$ cat src/sv/packed_pixel_line_mirror_top_macros.svh
// assertion macros for the line mirror block
`ifndef PACKED_PIXEL_LINE_MIRROR_TOP_MACROS_SVH
`define PACKED_PIXEL_LINE_MIRROR_TOP_MACROS_SVH
`ifndef SYNTHESIS
`define PPLM_ASSERT_NOW(name, ante, cons) \
  name: assert property (@(posedge clk) disable iff (rst) (ante) |-> (cons)) \
    else $error("line mirror check failed");
`define PPLM_ASSERT_NEXT(name, ante, cons) \
  name: assert property (@(posedge clk) disable iff (rst) (ante) |=> (cons)) \
    else $error("line mirror check failed");
`else
`define PPLM_ASSERT_NOW(name, ante, cons)
`define PPLM_ASSERT_NEXT(name, ante, cons)
`endif
`endif

$ cat src/sv/pplm_pkg.sv
// shared types and constants for the line mirror block
package pplm_pkg;

  localparam int MAX_LINE_BYTES = 4096;
  localparam int IDX_W          = $clog2(MAX_LINE_BYTES);
  localparam int POS_W          = IDX_W + 1;
  localparam int ADDR_W         = IDX_W + 1;
  localparam int SIDX_W         = 19;
  localparam int CFG_IDX_W      = 2;
  localparam int CFG_DATA_W     = 16;

  localparam logic [CFG_IDX_W-1:0] CFG_PIXEL_FORMAT = 2'd0;
  localparam logic [CFG_IDX_W-1:0] CFG_PIXEL_WIDTH  = 2'd1;

  typedef enum logic [2:0] {
    FMT_1BPP  = 3'd0,
    FMT_4BPP  = 3'd1,
    FMT_8BPP  = 3'd2,
    FMT_16BPP = 3'd3,
    FMT_24BPP = 3'd4,
    FMT_32BPP = 3'd5
  } fmt_t;

  typedef logic signed [SIDX_W-1:0] sidx_t;

  typedef struct packed {
    fmt_t       fmt;
    logic [2:0] off;
    logic       ok0;
    logic       ok1;
  } src_sel_t;

  typedef struct packed {
    logic     emit;
    logic     last;
    src_sel_t sel;
  } s1_t;

endpackage

$ cat src/sv/pplm_src_addr.sv
// source byte addresses for one mirrored output byte
module pplm_src_addr (
  input  pplm_pkg::fmt_t                 fmt,
  input  pplm_pkg::sidx_t                width_m1,
  input  pplm_pkg::sidx_t                fmt_base,
  input  logic [pplm_pkg::IDX_W-1:0]     rpos,
  input  logic [1:0]                     rmod3,
  input  logic [pplm_pkg::POS_W-1:0]     row_len,
  input  logic                           emit,
  output logic [pplm_pkg::IDX_W-1:0]     idx0,
  output logic [pplm_pkg::IDX_W-1:0]     idx1,
  output pplm_pkg::src_sel_t             sel
);
  import pplm_pkg::*;

  sidx_t      j_ext;
  sidx_t      xt_bit;
  sidx_t      xt_nib;
  sidx_t      hi;
  sidx_t      lo;
  sidx_t      len_ext;
  logic [1:0] rem;
  logic       known;

  always_comb begin
    j_ext   = $signed({{(SIDX_W-IDX_W){1'b0}}, rpos});
    len_ext = $signed({{(SIDX_W-POS_W){1'b0}}, row_len});
    // top pixel index of this byte, counted from the row start
    xt_bit  = width_m1 - (j_ext <<< 3);
    xt_nib  = width_m1 - (j_ext <<< 1);
    rem     = 2'd0;
    known   = 1'b1;
    sel.off = 3'd0;
    case (fmt)
      FMT_16BPP: rem = {1'b0, rpos[0]};
      FMT_24BPP: rem = rmod3;
      FMT_32BPP: rem = rpos[1:0];
      default:   rem = 2'd0;
    endcase
    case (fmt)
      FMT_1BPP: begin
        hi      = xt_bit >>> 3;
        sel.off = xt_bit[2:0];
      end
      FMT_4BPP: begin
        hi      = xt_nib >>> 1;
        sel.off = {2'b00, xt_nib[0]};
      end
      FMT_8BPP, FMT_16BPP, FMT_24BPP, FMT_32BPP: begin
        // (w-1-j/n)*n + j%n rewritten as n*w - n - j + 2*(j%n)
        hi = fmt_base - j_ext + $signed({{(SIDX_W-3){1'b0}}, rem, 1'b0});
      end
      default: begin
        hi    = '0;
        known = 1'b0;
      end
    endcase
    lo      = hi - sidx_t'(1);
    sel.fmt = fmt;
    sel.ok1 = emit && known && !hi[SIDX_W-1] && (hi < len_ext);
    sel.ok0 = emit && known && !lo[SIDX_W-1] && (lo < len_ext);
    idx1    = hi[IDX_W-1:0];
    idx0    = lo[IDX_W-1:0];
  end

endmodule

$ cat config.mk
export PLATFORM = sky130hd
export DESIGN_NAME = pplm_src_addr
export DESIGN_NICKNAME = d
export VERILOG_FILES = /design/src/sv/packed_pixel_line_mirror_top_macros.svh /design/src/sv/pplm_pkg.sv /design/src/sv/pplm_src_addr.sv
export SDC_FILE = /design/constraint.sdc
export NUM_CORES = 1
export LEC_CHECK = 0
export BUFFER_PORTS_ARGS = -buffer_cell sky130_fd_sc_hd__buf_2
export CELL_PAD_IN_SITES_DETAIL_PLACEMENT = 1
export CELL_PAD_IN_SITES_GLOBAL_PLACEMENT = 1
export CORE_AREA = 2 2 99 101
export DETAILED_ROUTE_END_ITERATION = 12
export DIE_AREA = 0 0 101 103
export GPL_ROUTABILITY_DRIVEN = 0
export PLACE_DENSITY_LB_ADDON = 0.1
export SYNTH_ARGS = -nofsm -noshare
export SYNTH_HDL_FRONTEND = slang
export SYNTH_SLANG_ARGS = --single-unit
$ cat constraint.sdc
create_clock -name vclk -period 13.65
set_clock_uncertainty 0.05 [all_clocks]
set_input_delay 2.0475 -clock vclk [all_inputs]
set_output_delay 2.0475 -clock vclk [all_outputs]
set_load 0.02 [all_outputs]
# [Yosys cells after proc, flatten, opt, wreduce, memory -nomap -nowiden]
# Cells that the tools add are included.
[totals] register_bits=0 in_bits=69 output_inout_bits=32
[op_classes] addsub=5 magnitude_cmp=2 eq_ne=5 mux=4 n_reduce_logical=10
[ops] operator="$pmux W19 S3" n=1
[ops] operator="$lt A19 B14 Y1" n=2
[ops] operator="$add A19 B4 Y19" n=1
[ops] operator="$sub A19 B13 Y19" n=1
[ops] operator="$sub A19 B14 Y19" n=1
[ops] operator="$sub A19 B16 Y19" n=1
[ops] operator="$sub A19 B2 Y19 const B" n=1
[ops] operator="$eq A3 B2 Y1 const B" n=2
[ops] operator="$eq A3 B3 Y1 const B" n=2
[ops] operator="$pmux W2 S3" n=1
[ops] operator="$pmux W3 S2" n=1
[ops] operator="$reduce_or A6 Y1" n=1
[ops] operator="$logic_and A1 B1 Y1" n=5
[ops] operator="$reduce_or A4 Y1" n=1
[ops] operator="$eq A3 B1 Y1 const B" n=1
[ops] operator="$logic_not A3 Y1" n=1
[ops] operator="$logic_not A1 Y1" n=2
[ops] operator="$mux W1" n=1

# [Depth between registers and ports, before layout]
[depth] word_depth=8 mapped_depth=28 depth_no_buf=26

# [Least setup slack after synthesis]
# No wires, ideal clock.
[synth_path] path_kind="input port to output port" start="in fmt[2]" end="out sel[1] (netlist bit)" arrival_time_ns=7.496 t_required_ns=11.552 setup_slack_ns=4.057 cell_stages=27 n_path_buf=2 path_cell_list="buf_2 -> xor2_1 -> buf_2 -> nand3_1 -> o21ai_0 -> fa_1 -> ha_1 -> inv_1 -> fa_1 -> nor2b_1 -> a31oi_1 -> o21ai_0 -> nand2b_1 -> nor4_1 -> nand2_1 -> nor2_1 -> xnor2_1 -> ha_1 -> a21o_1 -> a21o_1 -> a21oi_1 -> nor2b_1 -> o21ai_0 -> nand2b_1 -> a2111oi_2 -> o41ai_1 -> a31oi_1"
[synth_rtl] element="start, declared" line="pplm_src_addr.sv:3" text="input pplm_pkg::fmt_t fmt,"
[synth_rtl] element="end, declared" line="pplm_src_addr.sv:12" text="output pplm_pkg::src_sel_t sel"

==> impl_metrics.ini <==
[die]
coreArea_mm2 = 0.009459
rows = 36
pin_count = 101
dieArea_mm2 = 0.01040
floorplan.initialDensity_pct = 41.43
die_w_um = 101
chipHeight_um = 103

[timing]
min_period_ns = 9.667
slew_headroom_pct = 33.31
setup_violations = 0
max_freq_ghz = 0.1034
rsz0062_at_grt = no
finalSetupTns_ns = 0
hold_ws_ns = 4.365
worst_pin_slew_ns = 0.9933
finalHoldViolations = 0
report.final.slew_viol_count = 0
final.period_utilization_pct = 70.82

[routing]
drt_iter0_drc = 197
wl_met1_um = 6574
dr.max_layer_used = met3
antenna_left = 0
dr.pass1.iters = 4
vias = 4354
via_per_inst = 5.868
finalWirelength_um = 13280
drc = 0
wl_per_cell_um = 17.89
wl_met2_um = 6217
wl_met3_um = 483

[critical_path]
cp-start-kind = input pin
cpPeakStageDelay_ns = 0.50
critPathSlowestCell = fa_1
cp_num_buf_inv = 4
arrival_ns = 7.57
crit_required_ns = 11.55
endpoint_kind = output port
critPathKind = in -> out
worst-path-max-fanout = 13
path_common_cell = o21ai_0
crit_family = compound AO/OA/AOI/OAI gates

[global_routing]
grtUsageTotal_pct = 25.20
grt_overflow = 0
grt_pass1_wl_um = 21510
antenna_found_initial = 0
grt_max_degree = 14
grt_pass1_vias = 4347

[run]
maxCapViolations = 0

[synthesis]
yosysSeqAreaShare_pct = 0
syn_inst = 542
yosys_warnings = 0
syn_area_per_cell_um2 = 7.230
syn_nets = 692
synth_area_mm2 = 0.003919
ys_types = 87

[finish]
num_antenna_cells = 0
clkbuf_count = 0
drive_gt1_share_pct = 22.29
design.seq.count = 0
seqCellArea_um2 = 0
layout_common_cells = 101 x buf_2, 76 x ha_1, 54 x inv_1, 42 x nand2_1, 35 x nor2_1
area_growth_pct = 14.81
layout_commonest_cell = buf_2
fin_nets = 780

[clock_tree]
cts_setup_buffers = 0
cts_resized = 0
hold_buffers = 0

[power_and_ir_drop]
p_leak_nw = 2.312
power-per-cell-area_mw_per_mm2 = 70.62
ir_drop_mv = 0.02346

[worst_hold_path]
hp-class = in -> out

[placed_design]
dp_hpwl_um = 11580
numPortBuffers = 101

[outcome]
status = finished clean
per-stage QoR:
stage,util (%),total power [W],setup slack [ns],std cells,area [µm²]
floorplan,-,0.0002242,4.057,542,3919
global placement,47.57,0.0003042,4.324,742,4499
detailed placement,47.57,0.0003154,4.005,742,4499
CTS,47.57,0.0003171,3.994,742,4499
global route,47.57,0.0003521,3.510,742,4499
finish,47.57,0.0003178,3.983,742,4499
synth_stat cells, types with 4 or more instances:
library cell,number,area [µm²]
nand2_1,42,157.7
inv_1,54,202.7
ha_1,76,950.9
and2_1,4,25.02
o21ai_0,25,125.1
xnor2_1,16,140.1
fa_1,5,100.1
nor2_1,35,131.4
o21a_1,7,52.55
clkbuf_1,5,18.77
and3_1,4,25.02
mux2i_1,8,80.08
nand3_1,19,95.09
a31oi_1,5,31.28
o211ai_1,8,60.06
or3_1,6,37.54
nor3b_1,5,37.54
nor2b_1,9,56.30
a21oi_1,34,170.2
xor2_1,19,166.4
nand2b_1,9,56.30
nor3_1,16,80.08
a21o_1,15,112.6
nand4_1,4,25.02
buf_2,7,35.03
or2_2,5,31.28
a211oi_1,10,75.07
final timing paths:
path | startpoint | cells after the start | end | slack (ns)
setup / recovery | fmt[1] | 27 | sel[1] | 3.98
hold / removal | width_m1[0] | 3 | sel[2] | 4.36
worst min-delay path, stage by stage:
cell    delay, ns
buf_2        0.07
and2_1       0.10
buf_2        0.15
cell type report:
type,instances,area (µm²)
multi-input combinational,472,3641
inverter,54,202.7
fill,1274,4960
tap,114,142.6
timing repair buffer,102,513.0
cells by family (layout without fill, tap and decap cells):
group,Yosys count,count (layout),synth area share (%)
xor+xnor,35,35,7.822
fa+ha+maj,81,81,26.82
compound gates,155,155,28.64
simple gates,190,190,26.47
mux,11,11,2.906
buf+inv,70,156,7.343
power breakdown:
group / internal [W] / switching (W) / total (W)
combinational: 0.000125 / 0.000193 / 0.000318
sequential: 0 / 0 / 0
clock: 0 / 0 / 0
metal layers:
layer | vias up | global-route usage [%]
met4 | 0 | 1.351
li1 | 2183 | -
met2 | 89 | 44.31
met5 | - | 0
met1 | 2082 | 36.50
met3 | 0 | 0.06780
Power figures use the tool's default switching activity.
