`src/sv/packed_pixel_line_mirror_top_macros.svh`:
```
// assertion macros for the line mirror block
`ifndef PACKED_PIXEL_LINE_MIRROR_TOP_MACROS_SVH
`define PACKED_PIXEL_LINE_MIRROR_TOP_MACROS_SVH
`ifndef SYNTHESIS
`define PPLM_ASSERT_NOW(name, ante, cons) \
  name: assert property (@(posedge clk) disable iff (rst) (ante) |-> (cons)) \
    else $error("line mirror check failed");
`define PPLM_ASSERT_NEXT(name, ante, cons) \
  name: assert property (@(posedge clk) disable iff (rst) (ante) |=> (cons)) \
    else $error("line mirror check failed");
`else
`define PPLM_ASSERT_NOW(name, ante, cons)
`define PPLM_ASSERT_NEXT(name, ante, cons)
`endif
`endif

```
`src/sv/pplm_pkg.sv`:
```
// shared types and constants for the line mirror block
package pplm_pkg;

  localparam int MAX_LINE_BYTES = 4096;
  localparam int IDX_W          = $clog2(MAX_LINE_BYTES);
  localparam int POS_W          = IDX_W + 1;
  localparam int ADDR_W         = IDX_W + 1;
  localparam int SIDX_W         = 19;
  localparam int CFG_IDX_W      = 2;
  localparam int CFG_DATA_W     = 16;

  localparam logic [CFG_IDX_W-1:0] CFG_PIXEL_FORMAT = 2'd0;
  localparam logic [CFG_IDX_W-1:0] CFG_PIXEL_WIDTH  = 2'd1;

  typedef enum logic [2:0] {
    FMT_1BPP  = 3'd0,
    FMT_4BPP  = 3'd1,
    FMT_8BPP  = 3'd2,
    FMT_16BPP = 3'd3,
    FMT_24BPP = 3'd4,
    FMT_32BPP = 3'd5
  } fmt_t;

  typedef logic signed [SIDX_W-1:0] sidx_t;

  typedef struct packed {
    fmt_t       fmt;
    logic [2:0] off;
    logic       ok0;
    logic       ok1;
  } src_sel_t;

  typedef struct packed {
    logic     emit;
    logic     last;
    src_sel_t sel;
  } s1_t;

endpackage

```
`src/sv/pplm_unpack.sv`:
```
// builds the mirrored byte from the two source bytes
module pplm_unpack (
  input  pplm_pkg::s1_t s1,
  input  logic [7:0]    rdata0,
  input  logic [7:0]    rdata1,
  output logic [7:0]    mirrored
);
  import pplm_pkg::*;

  logic [15:0] pair;
  logic [15:0] shifted;
  logic [7:0]  win;

  always_comb begin
    // out-of-row source bytes read as zero, which also masks missing pixels
    pair    = {s1.sel.ok0 ? rdata0 : 8'h00, s1.sel.ok1 ? rdata1 : 8'h00};
    shifted = pair << ({1'b0, s1.sel.off} + 4'd1);
    win     = shifted[15:8];
    case (s1.sel.fmt)
      FMT_1BPP: begin
        for (int i = 0; i < 8; i++) begin
          mirrored[i] = win[7-i];
        end
      end
      FMT_4BPP: begin
        mirrored = s1.sel.off[0] ? {pair[3:0], pair[7:4]} : {pair[7:4], pair[11:8]};
      end
      FMT_8BPP, FMT_16BPP, FMT_24BPP, FMT_32BPP: begin
        mirrored = pair[7:0];
      end
      default: begin
        mirrored = 8'h00;
      end
    endcase
    if (!s1.emit) begin
      mirrored = 8'h00;
    end
  end

endmodule

```
`config.mk`:
```
export PLATFORM = sky130hd
export DESIGN_NAME = pplm_unpack
export DESIGN_NICKNAME = d
export VERILOG_FILES = /design/src/sv/packed_pixel_line_mirror_top_macros.svh /design/src/sv/pplm_pkg.sv /design/src/sv/pplm_unpack.sv
export SDC_FILE = /design/constraint.sdc
export NUM_CORES = 1
export LEC_CHECK = 0
export BUFFER_PORTS_ARGS = -buffer_cell sky130_fd_sc_hd__buf_2
export CAP_MARGIN = 25
export CORE_MARGIN = 2
export CORE_UTILIZATION = 30
export DETAILED_ROUTE_END_ITERATION = 6
export PLACE_DENSITY = 0.52
export SYNTH_ARGS = -nofsm -noshare
export SYNTH_HDL_FRONTEND = slang
export SYNTH_SLANG_ARGS = --single-unit
```
`constraint.sdc`:
```
create_clock -name vclk -period 2.7
set_input_delay 0 -clock vclk [all_inputs]
set_output_delay 0 -clock vclk [all_outputs]
set_load 0.005 [all_outputs]
```
* Word-level counts from Yosys, hierarchy flattened
Cells that the tools add are included.
Word-level totals: bits in registers 0, input bits 26, output and inout port bits 8, logic and storage cells 14
Operators by class: shifts and indexed selects 1, reductions and logical operators 2, add/sub/neg operators 1, equal/unequal tests 5, mux-type cells 5
Operators by type and width (count):
- two-way mux 8 bit | 4
- one-hot mux 8 bit (3 select lines) | 1
- left shift 16 x 4 -> 16 bit | 1
- == test 3 x 2 -> 1 bit, second input constant | 2
- == test 3 bit, second input constant | 2
- adder 3 x 1 -> 4 bit, second input constant | 1
- OR reduction 4 bit | 1
- == test 3 x 1 -> 1 bit, second input constant | 1
- logical NOT 3 bit | 1

* Longest topological paths before layout
Gate-level depths: netlist (run 1).
word-level depth 4, mapped depth 8, depth with buffers taken out 6

* Worst setup path after synthesis (run 1)
OpenSTA, ideal clock, no wires.
kind input to output, start input port s1[2] in the netlist's numbering, end output port mirrored[5], stages on the path 8, arrival time 1422 ps, setup slack 1278 ps, data required time 2700 ps, path buffers 2, path through ha_1 -> buf_2 -> buf_2 -> mux2_1 -> a21oi_1 -> a21oi_1 -> a32oi_1 -> o21ai_1
Between the ends: word-level cells in the longest chain between the ends 4, elaborated cells on any way between the ends 5, those cells by class 1 x add/sub; 1 x shift; 3 x mux
RTL lines:
- start: declaration | line pplm_unpack.sv:3 | input pplm_pkg::s1_t s1,
- adder 3 x 1 -> 4 bit | line pplm_unpack.sv:17 | shifted = pair << ({1'b0, s1.sel.off} + 4'd1);
- left shift 16 x 4 -> 16 bit | line pplm_unpack.sv:17
- one-hot mux 8 bit (3 select lines) * | line pplm_unpack.sv:19 | case (s1.sel.fmt)
- two-way mux 8 bit * | line pplm_unpack.sv:35 | if (!s1.emit) begin
- end: declaration | line pplm_unpack.sv:6 | output logic [7:0] mirrored
Every way passes the cells marked *; elsewhere a longest branch is shown, timed or not.

* Final worst setup path (run 1)
start input port s1[3] in the netlist's numbering, end output port mirrored[6]
Between the ends: word-level cells in the longest chain between the ends 4
RTL lines (line):
- adder 3 x 1 -> 4 bit | pplm_unpack.sv:17
- left shift 16 x 4 -> 16 bit | pplm_unpack.sv:17
- one-hot mux 8 bit (3 select lines) | pplm_unpack.sv:19
- two-way mux 8 bit | pplm_unpack.sv:35
Every way passes these cells.

==> impl_results.md, run 1 <==
- Status: finished, final reports clean
- Tightest Pin Transition: 686 ps
- Max-slew violations: 0
- Peak supply drop: 0.0000622 V
- Antenna Nets Post-Route: 0
- Worst EP required: 2700 ps
- Layout cells sized above 1: 23.5%
- DPL Wire Length: 2580 um
- Main combinational cell family by area after synthesis: compound AO/OA/AOI/OAI gates
- Count of final hold-check violations: 0
- NetSw: 0.114 mW
- Residual DRC: 0
- I/O pin total: 34
- Synth Instances: 141
- Pin count of the biggest net entering global routing: 42
- Max stage delay on crit path: 730 ps
- YS warnings: 0
- Final Util: 37.2%
- Antenna violations before repair: 0
- GR peak layer: met2
- Seq_cells: 0
- CP cell instances: buf_2 -> ha_1 -> mux4_2 -> a32o_1 -> a221o_1 -> o2bb2ai_1 -> buf_2
- Synth Net Count: 169
- Gp weighted congestion: 0.908
- Crit path top cell by count: buf_2
- Vias in the first global route: 1136
- Drt via density: 5.92
- Min Tclk post-route: 2080 ps
- First-pass GRT wire length: 5330 um
- CTS resizes: 0
- Initial core utilization: 32.0%
- Seq pwr share: 0%
- Simple-Gate Fraction of Synth Area: 28.6%
- Total leakage power: 0.488 nW
- Yosys top cell area share: 15.2%
- Fmax: 481 MHz
- Crit-path slowest cell: ha_1
- Clk pwr share: 0%
- Crit Path Category: in2out
- Final wirelength: 3300 um
- 1st-iter DRT viols: 26
- Pint: 0.0809 mW
- Area contributors post-synth: mux2i_1, a32oi_1, nand2_1
- Ant diodes: 0
- Pwr Density: 170 mW/mm^2
- DR WL/cell: 16.0 um
- Routing usage on met3: 0.420%
- Max_cap viols: 0
- Logic pwr share: 100.0%
- CP Launch Type: input port
- GR Overflow Total: 0
- Nets@finish: 192
- Mapped Area: 985 sq um
- FF+latch area: 0 sq um
- Hold Buf Count CTS: 0
- Layout Area Growth over Synthesis: 16.1%
- PnR Total Power: 0.195 mW
- Chip Width: 61.3 um
- Vias post-DR: 1219
- Final period util: 76.9%
- Crit-path max FO: 18
- # port buffers: 33
- First-pass DRT Iterations: 4
- Syn_area_per_cell: 6.98 sq um
- Synth cell types: 36
- Final setup violating endpoints: 0
- Crit path DAT: 2080 ps
- Fin Setup TNS: 0 ps
- Post-Synth Adder-Cell Area: 2.54%
- Setup repair after global routing missed its margin: no
- Synth Area in XOR/XNOR: 0.889%
- Total track usage: 18.3%
- Met2 Use GR: 31.2%
- Cell taking the most area after synthesis: mux2i_1
- Global Route met1 Usage: 26.4%
- Worst slew margin relative to its limit: 54.2%
- Seq/Total Area, Yosys: 0%
- Synth Area in Compound Gates: 35.5%
- Post-CTS Setup Bufs: 0
- Die ar.: 0.00376 sq mm
- Core area: 0.00308 sq mm
- Switching Share: 58.5%
- Hold WC Path Type: in2out
- Mux contribution to synthesized area: 25.5%
- Site Rows: 20
- CLK BUF: 0
- Crit path capture type: output port
- Die Y: 61.3 um
## worst paths after layout
kind,cells after the start,endpoint,startpoint
max,7,mirrored[6],s1[3]
min,5,mirrored[7],s1[5]
## kinds of logic after synthesis
family | count (synthesis)
AND/OR/NAND/NOR | 54
AO/OA/AOI/OAI | 49
multiplexers | 22
buffers and inverters | 13
adder cells (fa/ha/maj) | 2
XOR/XNOR | 1
## cells in the mapped netlist (2+ instances only)
master,n
a21oi_1,7
a32o_1,2
a32oi_1,10
and2_1,4
and3_1,4
buf_2,7
clkbuf_1,4
ha_1,2
mux2_1,3
mux2_2,2
mux2i_1,15
mux4_2,2
nand2_1,15
nand2b_1,4
nand3_1,11
nand4_1,3
nor2_1,3
nor2b_1,4
nor3_1,2
o2111ai_1,2
o21ai_0,6
o21ai_1,4
o21bai_1,2
o221ai_1,3
o22ai_1,6
o2bb2ai_1,3
or3_1,2
## area by class of cell
class,instances,area [sq um]
multi-input cells,128,916
fillers,345,1930
well taps,44,55.1
repair buffers,34,173
## placed cells by master (no fill, tap or decap), drive strengths merged, types with 2 or more instances in the layout
master and count:
a21oi 7, a32o 2, a32oi 10, and2 4, and3 4, buf 34, ha 2, mux2 5
mux2i 15, mux4 2, nand2 15, nand2b 4, nand3 11, nand4 3, nor2 3, nor2b 4
nor3 2, o2111ai 2, o21ai 10, o21bai 2, o221ai 3, o22ai 6, o2bb2ai 3, or3 2
## critical path, delay by kind of cell
kind                       cells  cell delay, ps
AOI/OAI and AO/OA              3             690
adders and majority gates      1             730
buffers and inverters          2             240
muxes                          1             410
## power groups by stage
| stage | clock [mW] | sequential (mW) | combinational, mW |
|---|---|---|---|
| final | 0 | 0 | 0.195 |
| after floorplan | 0 | 0 | 0.131 |
| after detailed placement | 0 | 0 | 0.192 |
| after global routing | 0 | 0 | 0.213 |
| after CTS | 0 | 0 | 0.193 |
| after global placement | 0 | 0 | 0.190 |
## metal layers
metal | vias up | share of wire [%]
met5 | - | 0
met4 | 0 | 0.64
met3 | 2 | 6.0
met2 | 47 | 47
met1 | 563 | 46
li1 | 607 | -
## stage by stage
| stage | hold WS (ps) | instance area, sq um | worst slack, ps | instances |
|---|---|---|---|---|
| after global placement | 402 | 1140 | 667 | 206 |
| after global routing | 463 | 1140 | 569 | 206 |
| final | 420 | 1140 | 623 | 206 |
| after floorplan | 165 | 985 | 1280 | 141 |
| after CTS | 422 | 1140 | 652 | 206 |
| after detailed placement | 422 | 1140 | 660 | 206 |
(Power assumes the default switching activity.)
==> run 2, diff against run 1 <==
Settings changed: ABC_AREA from default to 1, PLACE_DENSITY 0.52 to 0.53.
Clock period 2.7 ns to 2.1 ns, I/O delays scaled along.
==> impl_results.md, run 2 <==
- Max_cap viols: 0 (unchanged)
- First-pass DRT Iterations: 5 (was 4)
- Final wirelength: 2940 um (was 3300 um)
- Synth Instances: 192 (was 141)
- Hold Buf Count CTS: 0 (unchanged)
- Pwr Density: 254 mW/mm^2 (was 170 mW/mm^2)
- Mapped Area: 981 sq um (was 985 sq um)
- Final Util: 36.7% (was 37.2%)
- Ant diodes: 0 (unchanged)
- Crit-path max FO: 12 (was 18)
- PnR Total Power: 0.286 mW (was 0.195 mW)
- Final period util: 67.3%
- Antenna Nets Post-Route: 0 (unchanged)
- Crit Path Category: in2out (unchanged)
- Most numerous cell in the Yosys netlist: nand2_1
- DR WL/cell: 11.2 um (was 16.0 um)
- Worst slew margin relative to its limit: 72.9% (was 54.2%)
- Pin count of the biggest net entering global routing: 20 (was 42)
- Synth Net Count: 220 (was 169)
- Area contributors post-synth: nand2_1, nand3_1, buf_6 (was mux2i_1, a32oi_1, nand2_1)
- Gp weighted congestion: 0.889 (was 0.908)
- Commonest cells after routing, fill and taps aside: nand2_1, nand3_1, buf_2 (was buf_2, mux2i_1, nand2_1)
- Switching Share: 63.6% (was 58.5%)
- Die Y: 61.2 um (was 61.3 um)
- Commonest non-fill, non-tap cell in the layout: nand2_1 (was buf_2)
- Seq/Total Area, Yosys: 0% (unchanged)
- Chip Width: 61.2 um (was 61.3 um)
- I/O pin total: 34 (unchanged)
- Seq_cells: 0 (unchanged)
- Crit path DAT: 1410 ps (was 2080 ps)
- Cell taking the most area after synthesis: nand2_1 (was mux2i_1)
- Total track usage: 16.3% (was 18.3%)
- Setup repair after global routing missed its margin: no (unchanged)
- CTS resizes: 0 (unchanged)
- Hold WC Path Type: in2out (unchanged)
- Layout Area Growth over Synthesis: 15.1% (was 16.1%)
- Min Tclk post-route: 1410 ps
- Drt via density: 4.90 (was 5.92)
- Clk pwr share: 0% (about the same)
- Tightest Pin Transition: 405 ps (was 686 ps)
- Final setup violating endpoints: 0 (unchanged)
- Synth cell types: 23 (was 36)
- Worst EP required: 2100 ps (was 2700 ps)
- Synth cell count leaders: nand2_1, nand3_1, nor2_1 (was mux2i_1, nand2_1, nand3_1)
- CLK BUF: 0 (unchanged)
- Nets@finish: 248 (was 192)
- Fmax: 708 MHz
- First-pass GRT wire length: 4830 um (was 5330 um)
- Vias post-DR: 1285 (was 1219)
- Pint: 0.104 mW (was 0.0809 mW)
- Residual DRC: 0 (unchanged)
- Yosys top cell area share: 30.6% (was 15.2%)
- Peak supply drop: 0.000170 V (was 0.0000622 V)
- Syn_area_per_cell: 5.11 sq um (was 6.98 sq um)
- Total leakage power: 0.612 nW (was 0.488 nW)
- Initial core utilization: 31.9% (was 32.0%)
- Seq pwr share: 0% (about the same)
- YS warnings: 0 (unchanged)
- Status: finished, final reports clean (unchanged)
- Fin Setup TNS: 0 ps (unchanged)
- NetSw: 0.182 mW (was 0.114 mW)
- # port buffers: 33 (unchanged)
- Antenna violations before repair: 0 (unchanged)
- Layout cells sized above 1: 24.3% (was 23.5%)
- Die ar.: 0.00374 sq mm (was 0.00376 sq mm)
- CP Launch Type: input port (unchanged)
- Max-slew violations: 0 (unchanged)
- DPL Wire Length: 2370 um (was 2580 um)
- Site Rows: 20 (unchanged)
- Post-CTS Setup Bufs: 0 (unchanged)
- GR Overflow Total: 0 (unchanged)
- 1st-iter DRT viols: 70 (was 26)
- Crit path capture type: output port (unchanged)
- Logic pwr share: 100.0% (about the same)
- Count of final hold-check violations: 0 (unchanged)
- FF+latch area: 0 sq um (unchanged)
- Core area: 0.00308 sq mm (unchanged)
- Vias in the first global route: 1083 (was 1136)
-- run 2: routing by layer --
| layer | global-route usage [%] | up-vias | part of all wire (%) |
|---|---|---|---|
| met4 | 2.17 | 0 | 0.85 |
| met3 | 0 | 2 | 5.6 |
| met2 | 27.8 | 46 | 47 |
| li1 | - | 692 | - |
| met5 | 0 | - | 0 |
| met1 | 23.7 | 545 | 47 |
-- run 2: final cells by class --
class                           count  area, sq um
Tap cell                           44         55.1
Timing Repair Buffer               36          188
Inverter                            9         38.8
Multi-Input combinational cell    173          847
Fill cell                         364         1950
-- run 2: final timing paths --
| kind | startpoint | end | slack [ps] | cells past startpoint |
|---|---|---|---|---|
| max | s1[2] | mirrored[5] | 690 | 9 |
| min | s1[5] | mirrored[6] | 420 | 5 |
-- run 2: metrics by stage --
| stage | hold WS, ps | area (sq um) | cells | worst slack (ps) |
|---|---|---|---|---|
| after floorplan | 159 | 981 | 192 | 996 |
| after global placement | 428 | 1130 | 262 | 685 |
| after detailed placement | 425 | 1130 | 262 | 688 |
| after CTS | 426 | 1130 | 262 | 683 |
| after global routing | 466 | 1130 | 262 | 524 |
| final | 419 | 1130 | 262 | 687 |
-- run 2: cell families after synthesis --
logic type / after synthesis / share of synthesized area (%)
adders and majority gates: 2 / 2.55
buffers and inverters: 19 / 13.6
xor gates and xnor gates: 1 / 2.81
AOI/OAI and AO/OA: 24 / 14.2
and+or+nand+nor: 146 / 66.8
-- run 2: power by group through the flow --
stage	registers [mW]	clock network, mW	logic [mW]
finish	0	0	0.286
floorplan	0	0	0.225
CTS	0	0	0.288
global placement	0	0	0.287
global route	0	0	0.328
detailed placement	0	0	0.286
-- run 2: worst max-delay path, cell delays in order --
cell and delay [ps]:
buf_2 100, ha_1 250, xnor2_4 270, buf_4 230
nand3_1 90, a21oi_1 120, nand2_1 70, a21oi_1 140
buf_2 140
==> run 3, diff against run 2 <==
Settings changed: PLACE_DENSITY 0.53 to 0.54.
Clock period 2.1 ns to 1.3 ns, I/O delays scaled along.
==> impl_results.md, run 3 (synthesis results as in run 2) <==
- Status: finished, final reports clean (unchanged)
- Tightest Pin Transition: 444 ps (was 405 ps)
- Layout cells sized above 1: 35.8% (was 24.3%)
- First-pass DRT Iterations: 4 (was 5)
- Hold Buf Count CTS: 0 (unchanged)
- Total leakage power: 0.702 nW (was 0.612 nW)
- Crit path to: mirrored[1] (was mirrored[5])
- Chip Width: 61.2 um (unchanged)
- Crit-path max FO: 7 (was 12)
- Core area: 0.00308 sq mm (unchanged)
- Clk pwr share: 0% (about the same)
- Initial core utilization: 31.9% (unchanged)
- First-pass GRT wire length: 4990 um (was 4830 um)
- Final period util: 95.6%
- Vias post-DR: 1385 (was 1285)
- GR peak layer: met2 (unchanged)
- Final Util: 44.1% (was 36.7%)
- Seq_cells: 0 (unchanged)
- Max_cap viols: 0 (unchanged)
- Switching Share: 58.6% (was 63.6%)
- Peak supply drop: 0.000215 V (was 0.000170 V)
- Crit Path Category: in2out (unchanged)
- Routing usage on met3: 0.210% (was 0%)
- Worst setup margin: 56.9 ps (was 687 ps)
- NetSw: 0.340 mW (was 0.182 mW)
- Die ar.: 0.00374 sq mm (unchanged)
- GR Overflow Total: 0 (unchanged)
- Crit path DAT: 1240 ps (was 1410 ps)
- Vias in the first global route: 1102 (was 1083)
- I/O pin total: 34 (unchanged)
- Min Tclk post-route: 1240 ps
- Crit. path cell count: 10 (was 9)
- Hold WS: 415 ps (was 419 ps)
- Crit path top cell by count: nand3_1
- Gp weighted congestion: 0.866 (was 0.889)
- Pwr Density: 428 mW/mm^2 (was 254 mW/mm^2)
- # port buffers: 33 (unchanged)
- Worst slew margin relative to its limit: 70.3% (was 72.9%)
- Crit path capture type: output port (unchanged)
- Setup repair after global routing missed its margin: yes (was no)
- Met2 Use GR: 27.8% (unchanged)
- Seq pwr share: 0% (about the same)
- Placed cells: 268 (was 262)
- 1st-iter DRT viols: 54 (was 70)
- DPL Wire Length: 2460 um (was 2370 um)
- Logic pwr share: 100.0% (about the same)
- Antenna violations before repair: 0 (unchanged)
- Crit path launch: s1[2] (unchanged)
- PnR Total Power: 0.580 mW (was 0.286 mW)
- Global Route met1 Usage: 25.2% (was 23.7%)
- Final wirelength: 3340 um (was 2940 um)
- Drt via density: 5.02 (was 4.90)
- Pint: 0.240 mW (was 0.104 mW)
- Largest delay share family, worst path: buffers and inverters (unchanged)
- Nets@finish: 262 (was 248)
- Antenna Nets Post-Route: 0 (unchanged)
- Residual DRC: 0 (unchanged)
- Site Rows: 20 (unchanged)
- Total track usage: 17.0% (was 16.3%)
- Final setup violating endpoints: 0 (unchanged)
- DR WL/cell: 12.1 um (was 11.2 um)
- Hold WC Path Type: in2out (unchanged)
- FF+latch area: 0 sq um (unchanged)
- CLK BUF: 0 (unchanged)
- Layout Area Growth over Synthesis: 38.3% (was 15.1%)
- Fmax: 804 MHz
- Setup WS pre-CTS: -111 ps (was 688 ps)
- Commonest non-fill, non-tap cell in the layout: nand2_1 (unchanged)
- CP Launch Type: input port (unchanged)
- Non-Filler Instances: 276 (was 262)
- Max-slew violations: 0 (unchanged)
- CP cell instances: buf_8 -> ha_4 -> buf_6 -> nand3_2 -> o21ai_2 -> nand2_1 -> nand3_1 -> nand3_1 -> a21oi_2 -> buf_2 (was buf_2 -> ha_1 -> xnor2_4 -> buf_4 -> nand3_1 -> a21oi_1 -> nand2_1 -> a21oi_1 -> buf_2)
- Max stage delay on crit path: 300 ps (was 270 ps)
- Pin count of the biggest net entering global routing: 20 (unchanged)
- Die Y: 61.2 um (unchanged)
- Crit-path slowest cell: ha_4 (was xnor2_4)
- Ant diodes: 0 (unchanged)
- CP bufs+invs: 3 (unchanged)
- Count of final hold-check violations: 0 (unchanged)
- Commonest cells after routing, fill and taps aside: nand2_1, nand3_1, buf_2 (unchanged)
- Worst EP required: 1300 ps (was 2100 ps)
## run 3: cell count changes in the layout (fill, tap and decap cells not counted), sizes merged
| cell | change |
|---|---|
| clkinv | +1 |
| inv | -1 |
| buf | +14 |
## run 3: worst min-delay path: stages
cell,delay [ps]
buf_2,110
nor3_4,70
nand3_2,80
a21oi_2,50
buf_2,110
## run 3: worst min path at each step
stage	to	from	depth (start not counted)
finish	mirrored[0]	s1[5]	5
CTS	mirrored[2]	s1[5]	5
global placement	mirrored[2]	s1[5]	5
detailed placement	mirrored[2]	s1[5]	5
global route	mirrored[0]	s1[5]	5
floorplan	mirrored[6]	s1[5]	3
## run 3: per-stage QoR
step | instance area [sq um] | TNS, ps
2_1_floorplan | 981 | 0
3_3_place_gp | 1190 | -372
3_5_place_dp | 1190 | -532
4_1_cts | 1220 | 0
5_1_grt | 1360 | -32.5
6_report | 1360 | 0
## run 3: area by class of cell
class | count | area (sq um)
inverters | 9 | 46.3
well taps | 44 | 55.1
repair buffers | 50 | 337
multi-input cells | 173 | 918
fillers | 358 | 1720
## run 3: per-layer routing
layer | routed length [um] | vias up
met3 | 207 | 4
met1 | 1530 | 609
li1 | - | 722
met4 | 55 | 0
met5 | 0 | -
met2 | 1550 | 50
## run 3: power groups by stage
stage                     Sequential [mW]  Combinational [mW]  Clock [mW]
final                                   0               0.580           0
after floorplan                         0               0.364           0
after global routing                    0               0.640           0
after detailed placement                0               0.491           0
after global placement                  0               0.493           0
after CTS                               0               0.516           0
## run 3: repair_timing
action                                  CTS  global route
buffers inserted                          0             9
endpoints found under the setup margin    8             8
gates cloned                              1             0
gates resized for setup                   7            27
pin swaps                                 0            14
